===== config.mk =====
export PLATFORM = sky130hd
export DESIGN_NAME = bsss_geo
export DESIGN_NICKNAME = d
export VERILOG_FILES = /design/src/rtl/bsss_pkg.sv /design/src/rtl/bsss_geo.sv
export SDC_FILE = /design/constraint.sdc
export NUM_CORES = 2
export LEC_CHECK = 0
export BUFFER_PORTS_ARGS = -buffer_cell sky130_fd_sc_hd__buf_4
export CORE_MARGIN = 2
export CORE_UTILIZATION = 45
export CTS_CLUSTER_DIAMETER = 200
export DETAILED_ROUTE_END_ITERATION = 12
export PLACE_DENSITY = 0.61
export REMOVE_ABC_BUFFERS = 1
export SYNTH_ARGS = -nofsm -noshare
export SYNTH_HDL_FRONTEND = slang
export SYNTH_SLANG_ARGS = --single-unit

===== constraint.sdc =====
create_clock -name clk -period 12.2 [get_ports clk]
set_input_delay 1.22 -clock clk [delete_from_list [all_inputs] [get_ports clk]]
set_output_delay 1.22 -clock clk [all_outputs]
set_load 0.02 [all_outputs]

===== src/rtl/bsss_pkg.sv =====
// ----------------------------------------------------------------------------
// Box sort/suppress package
// Shared widths, register indexes and geometry record for the NMS block.
// ----------------------------------------------------------------------------
package bsss_pkg;

  localparam int MaxBoxes = 32;
  localparam int IdxW     = $clog2(MaxBoxes);
  localparam int CntW     = $clog2(MaxBoxes + 1);

  localparam logic [1:0] RegThresh = 2'd0;
  localparam logic [1:0] RegScaleX = 2'd1;
  localparam logic [1:0] RegScaleY = 2'd2;
  localparam logic [1:0] RegKeep   = 2'd3;

  typedef struct packed {
    logic signed [15:0] h;
    logic signed [15:0] w;
    logic signed [15:0] y;
    logic signed [15:0] x;
  } geo_t;

  typedef struct packed {
    logic signed [15:0] score;
    geo_t               geo;
    logic [7:0]         cls;
  } box_t;

  function automatic logic signed [15:0] sat16(input logic signed [42:0] v);
    logic signed [15:0] r;
    if (v > 43'sd32767) r = 16'sh7fff;
    else if (v < -43'sd32768) r = 16'sh8000;
    else r = v[15:0];
    return r;
  endfunction

  // Truncating arithmetic shift toward zero: add (2^s - 1) on negatives.
  function automatic logic signed [42:0] tdiv(input logic signed [42:0] p,
                                             input logic sel26);
    logic signed [42:0] r;
    if (sel26) r = (p + (p[42] ? 43'sd67108863 : 43'sd0)) >>> 26;
    else r = (p + (p[42] ? 43'sd1048575 : 43'sd0)) >>> 20;
    return r;
  endfunction

endpackage


===== src/rtl/bsss_geo.sv =====
// ----------------------------------------------------------------------------
// Box geometry converter
// Two-stage conversion of raw Q20/Q26 values to pixel corner geometry.
// ----------------------------------------------------------------------------
module bsss_geo (
  input  logic                clk,
  input  logic signed [31:0]  cx_raw,
  input  logic signed [31:0]  cy_raw,
  input  logic signed [31:0]  w_raw,
  input  logic signed [31:0]  h_raw,
  input  logic [9:0]          sx,
  input  logic [9:0]          sy,
  output bsss_pkg::geo_t      geo
);
  logic signed [15:0] cx_r, cy_r, w_r, h_r;
  logic signed [42:0] pcx, pcy, pw, ph;
  logic signed [16:0] hx, hy;

  always_comb begin
    pcx = 43'(cx_raw * $signed({1'b0, sx}));
    pcy = 43'(cy_raw * $signed({1'b0, sy}));
    pw  = 43'(w_raw * $signed({1'b0, sx}));
    ph  = 43'(h_raw * $signed({1'b0, sy}));
  end

  // stage one: products scaled and saturated
  always_ff @(posedge clk) begin
    cx_r <= bsss_pkg::sat16(bsss_pkg::tdiv(pcx, 1'b0));
    cy_r <= bsss_pkg::sat16(bsss_pkg::tdiv(pcy, 1'b0));
    w_r  <= bsss_pkg::sat16(bsss_pkg::tdiv(pw, 1'b1));
    h_r  <= bsss_pkg::sat16(bsss_pkg::tdiv(ph, 1'b1));
  end

  // half size truncated toward zero
  always_comb begin
    hx = (17'(w_r) + (w_r[15] ? 17'sd1 : 17'sd0)) >>> 1;
    hy = (17'(h_r) + (h_r[15] ? 17'sd1 : 17'sd0)) >>> 1;
    geo.x = bsss_pkg::sat16(43'(17'(cx_r) - hx));
    geo.y = bsss_pkg::sat16(43'(17'(cy_r) - hy));
    geo.w = w_r;
    geo.h = h_r;
  end
endmodule


# ---- After elaboration in Yosys (flattened, before gate mapping)
# Cells that the tools add are included.
dict set report op_classes {
  div 0
  eq_ne 0
  multipliers 4
  shift 0
  order_cmp 12
  bitwise_logic 0
  mux 14
  reduce_logical 0
  n_addsub 8
}
# cell count
set ops {}
lappend ops {{32-bit by 11-bit multiplier with 43-bit output} 4}
lappend ops {{16-bit two-way mux} 8}
lappend ops {{43-bit by 21-bit adder with 43-bit output} 2}
lappend ops {{43-bit by 27-bit adder with 43-bit output} 2}
lappend ops {{17-bit by 16-bit greater-than comparator with 1-bit output, second input constant} 4}
lappend ops {{17-bit by 16-bit < comparator with 1-bit output, second input constant} 4}
lappend ops {{26-bit two-way mux} 2}
lappend ops {{23-bit by 16-bit greater-than comparator with 1-bit output, second input constant} 2}
lappend ops {{23-bit by 16-bit < comparator with 1-bit output, second input constant} 2}
lappend ops {{20-bit two-way mux} 2}
lappend ops {{16-bit by 2-bit adder with 17-bit output} 2}
lappend ops {{16-bit by 16-bit subtractor with 17-bit output} 2}
lappend ops {{1-bit two-way mux} 2}
dict set report word_totals {
  register_bits 64
  input_bits 149
  latchBits 0
  memories 0
  rom_bits 0
  mem_bits_rw 0
  elab_cells 42
}

# ---- Longest topological paths before layout
dict set report logic_depth {
  word_depth 6
  mapped_depth 37
  ltp_nobuf 34
}

# ---- Worst setup path after synthesis
# No wires, ideal clock.
dict set report synth_timing {
  path_kind {input to register}
  from {input port sy[2]}
  to {register cy_r[10]}
  arrival_time_ps 9967
  slack_ps 2101
  stages 32
  cell_sequence {clkbuf_1 clkbuf_1 nand2_1 fa_1 fa_1 inv_1 fa_1 fa_1 inv_1 fa_1 inv_1 ha_1 a21o_1 a21o_1 a21o_1 a41o_1 a211oi_1 nor3_1 o211ai_1 ha_1 a21o_1 a21oi_1 nor2b_1 o21a_1 o21a_1 or4_1 nor4_1 nor3_1 a21o_1 o41ai_1 clkbuf_1 o21ai_0}
}
dict set report synth_via {
  elab_chain_len 5
}
# element line
set synth_lines {}
lappend synth_lines {{start, declared} bsss_geo.sv:12} ;# input logic [9:0] sy,
lappend synth_lines {{32-bit by 11-bit multiplier with 43-bit output (*)} bsss_geo.sv:21} ;# pcy = 43'(cy_raw * $signed({1'b0, sy}));
lappend synth_lines {{20-bit two-way mux} bsss_pkg.sv:42} ;# else r = (p + (p[42] ? 43'sd1048575 : 43'sd0)) >>> 20;
lappend synth_lines {{43-bit by 21-bit adder with 43-bit output (*)} bsss_pkg.sv:42}
lappend synth_lines {{23-bit by 16-bit < comparator with 1-bit output} bsss_pkg.sv:32} ;# else if (v < -43'sd32768) r = 16'sh8000;
lappend synth_lines {{16-bit two-way mux} bsss_pkg.sv:32}
lappend synth_lines {{end signal, assigned} bsss_geo.sv:29} ;# cy_r <= bsss_pkg::sat16(bsss_pkg::tdiv(pcy, 1'b0));
lappend synth_lines {{end, declared} bsss_geo.sv:15} ;# logic signed [15:0] cx_r, cy_r, w_r, h_r;
# Mark *: on every way between the ends. The rest lies on a longest branch, timed or not.
# A chain may end at the register's enable or synchronous reset.

# ---- Worst setup path in the final report
dict set report layout_timing {
  from {input port sy[5]}
  to {register h_r[13]}
}
dict set report layout_via {
  elab_chain_len 5
}
# element line
set layout_lines {}
lappend layout_lines {{32-bit by 11-bit multiplier with 43-bit output (*)} bsss_geo.sv:23} ;# ph = 43'(h_raw * $signed({1'b0, sy}));
lappend layout_lines {{26-bit two-way mux} bsss_pkg.sv:41} ;# if (sel26) r = (p + (p[42] ? 43'sd67108863 : 43'sd0)) >>> 26;
lappend layout_lines {{43-bit by 27-bit adder with 43-bit output (*)} bsss_pkg.sv:41}
lappend layout_lines {{17-bit by 16-bit < comparator with 1-bit output} bsss_pkg.sv:32}
lappend layout_lines {{16-bit two-way mux} bsss_pkg.sv:32}
lappend layout_lines {{end signal, assigned} bsss_geo.sv:31} ;# h_r <= bsss_pkg::sat16(bsss_pkg::tdiv(ph, 1'b1));
lappend layout_lines {{end, declared} bsss_geo.sv:15}
# Marks and branches as above.

==> out/qor.yml <==
period_needed_ns: 10.96
grt.total_usage_pct: 23.7
synth_cells: 6177
final_common_cell: "inv_1"
worst_pin_slew_ns: 1.28
synth.distinct_cells: 96
drive_above_1_share_pct: 5.19
ys_seq_elements: 64
finalWirelength_um: 135000
die_width_um: 343
hold_buffers: 0
fmax_mhz: 91.2
wl_per_cell_um: 17.7
port_buffers: 212
hold_viol: 0
setup_viol: 0
grt_overflow: 0
crit_fanout: 65
finalInstanceArea_mm2: 0.0547
grt_first_pass_wirelength_um: 225000
status: "finished, final reports clean"
min_path_type: "in -> reg"
grt_start_max_net_pins: 65
hpwlAfterDp_um: 110000
cts_tree: "done"
fp.coreArea_mm2: 0.114
yosys.area.top_type: "fa_1"
cts.path.max_buffers: 2
numCtsBuffers: 9
gp_congestion: 0.898
dpl_cell_area_mm2: 0.0544
cts_setup_buffers: 0
synth_top_area_share_pct: 42.2
area_delta_synth_final_pct: 5.56
clock-root-buffer: "clkbuf_16"
setup.worst_path.start_class: "primary input"
num_rows: 124
post-route-drc-count: 0
synth_area_mm2: 0.0518
grt_antenna_before_repair: 7
die_h_um: 343
drt_pass1_iterations: 6
synth_edf_count: 0
final_cell_mix: "inv_1, fa_1, nand2_1"
final_core_util_pct: 47.9
required_ns: 12.39
crit_top_cell: "fa_1"
slew_violations: 0
ctsResizeCount: 0
syn_area_per_cell_um2: 8.39
fin_nets: 7797
vias: 40600
fin_crit_sh_pct: 89.8
max_cap_violations: 0
slowest_delay_ns: 0.93
critPathCaptureType: "flip-flop"
synth_warnings: 0
grt_pass1_vias: 42900
critPathKind: "in -> reg"
clk_pin_slew_ns: 0.06
worst_path_max_delay_cell: "a211oi_2"
clkSinkCount: 64
fp.dieArea_mm2: 0.118
ioPinCount: 213
drt_iter0_markers: 1958
relSlewSlack_pct: 14.3
htreeDepth: 3
via_per_inst: 5.32
start_util_pct: 45.3
synth_flop_cell: "dfxtp_1"
setup_slack_ns: 1.24
dp_slack_ns: 0.951
grt_setup_unrepaired: "false"
yosysSeqAreaShare_pct: 2.47
ant_nets: 0
finalSetupTns_ns: 0
crit_arrival_ns: 11.15
synthArstFlopShare_pct: 0
ys_top_cells_by_area: "fa_1, ha_1, inv_1"
cell usage after synthesis (27+ instances only):
cell type / instances
nor3_1: 48
and2_1: 528
nor2b_1: 29
ha_1: 446
a31oi_1: 28
o21ai_0: 140
clkbuf_1: 285
nand2b_1: 27
nand3_1: 76
xor2_1: 90
and3_1: 43
a211oi_1: 35
a21oi_1: 208
fa_1: 1094
nand4_1: 37
a21o_1: 117
buf_1: 31
inv_1: 1246
xnor2_1: 159
o21a_1: 43
nor2_1: 140
dfxtp_1: 64
nand2_1: 910
worst max-delay path, delay by kind of cell:
family / cells / cell delay [ns]
adders and majority gates: 7 / 3.40
AOI/OAI and AO/OA: 10 / 3.25
and+or+nand+nor: 7 / 1.64
buffers and inverters: 4 / 0.83
muxes: 1 / 0.72
metal layers:
layer	up-vias	routed length (um)	track usage, %
met5	-	91	0
met4	14	2230	3.81
met3	162	7470	2.99
met2	1054	66500	41.9
met1	20500	58600	31.6
li1	18900	-	-
path summary, 6_finish.rpt:
check  slack (ns)      end       from  cells after the start
max          1.24  h_r[13]      sy[5]                     29
min          2.08  cx_r[0]  cx_raw[0]                      9
stage by stage:
step                      hold slack (ns)  cells
after floorplan                      1.56   5853
after global placement               1.71   7609
after detailed placement             1.71   7609
after CTS                            2.05   7625
after global routing                 2.11   7625
final                                2.08   7627
cells by family (layout without fill, tap and decap cells):
| family | count (synthesis) | in the layout | synth area share, % |
|---|---|---|---|
| adders and majority gates | 1540 | 1540 | 53.0 |
| xor gates and xnor gates | 249 | 249 | 4.21 |
| buffers and inverters | 1570 | 1506 | 11.4 |
| and+or+nand+nor | 1943 | 1943 | 18.4 |
| DFF | 64 | 64 | 2.47 |
| other | 0 | 2 | 0 |
| AOI/OAI and AO/OA | 799 | 799 | 10.3 |
| muxes | 12 | 12 | 0.239 |
sequential cells by signal, indices dropped and copies added (netlist names):
name / cells
cx_r: 16
cy_r: 16
h_r: 16
w_r: 16
cell type report:
class	instances	area, um^2
flip-flops and latches	64	1280
inverters	1246	4680
clock buffers	11	253
diodes	2	5.00
multi-input cells	4543	44700
well taps	1512	1890
clock inverters	5	103
repair buffers	244	1860
fillers	11200	59600
Power is not shown: default switching activity piles up to over one toggle a cycle in this logic, so the estimate is an artifact.
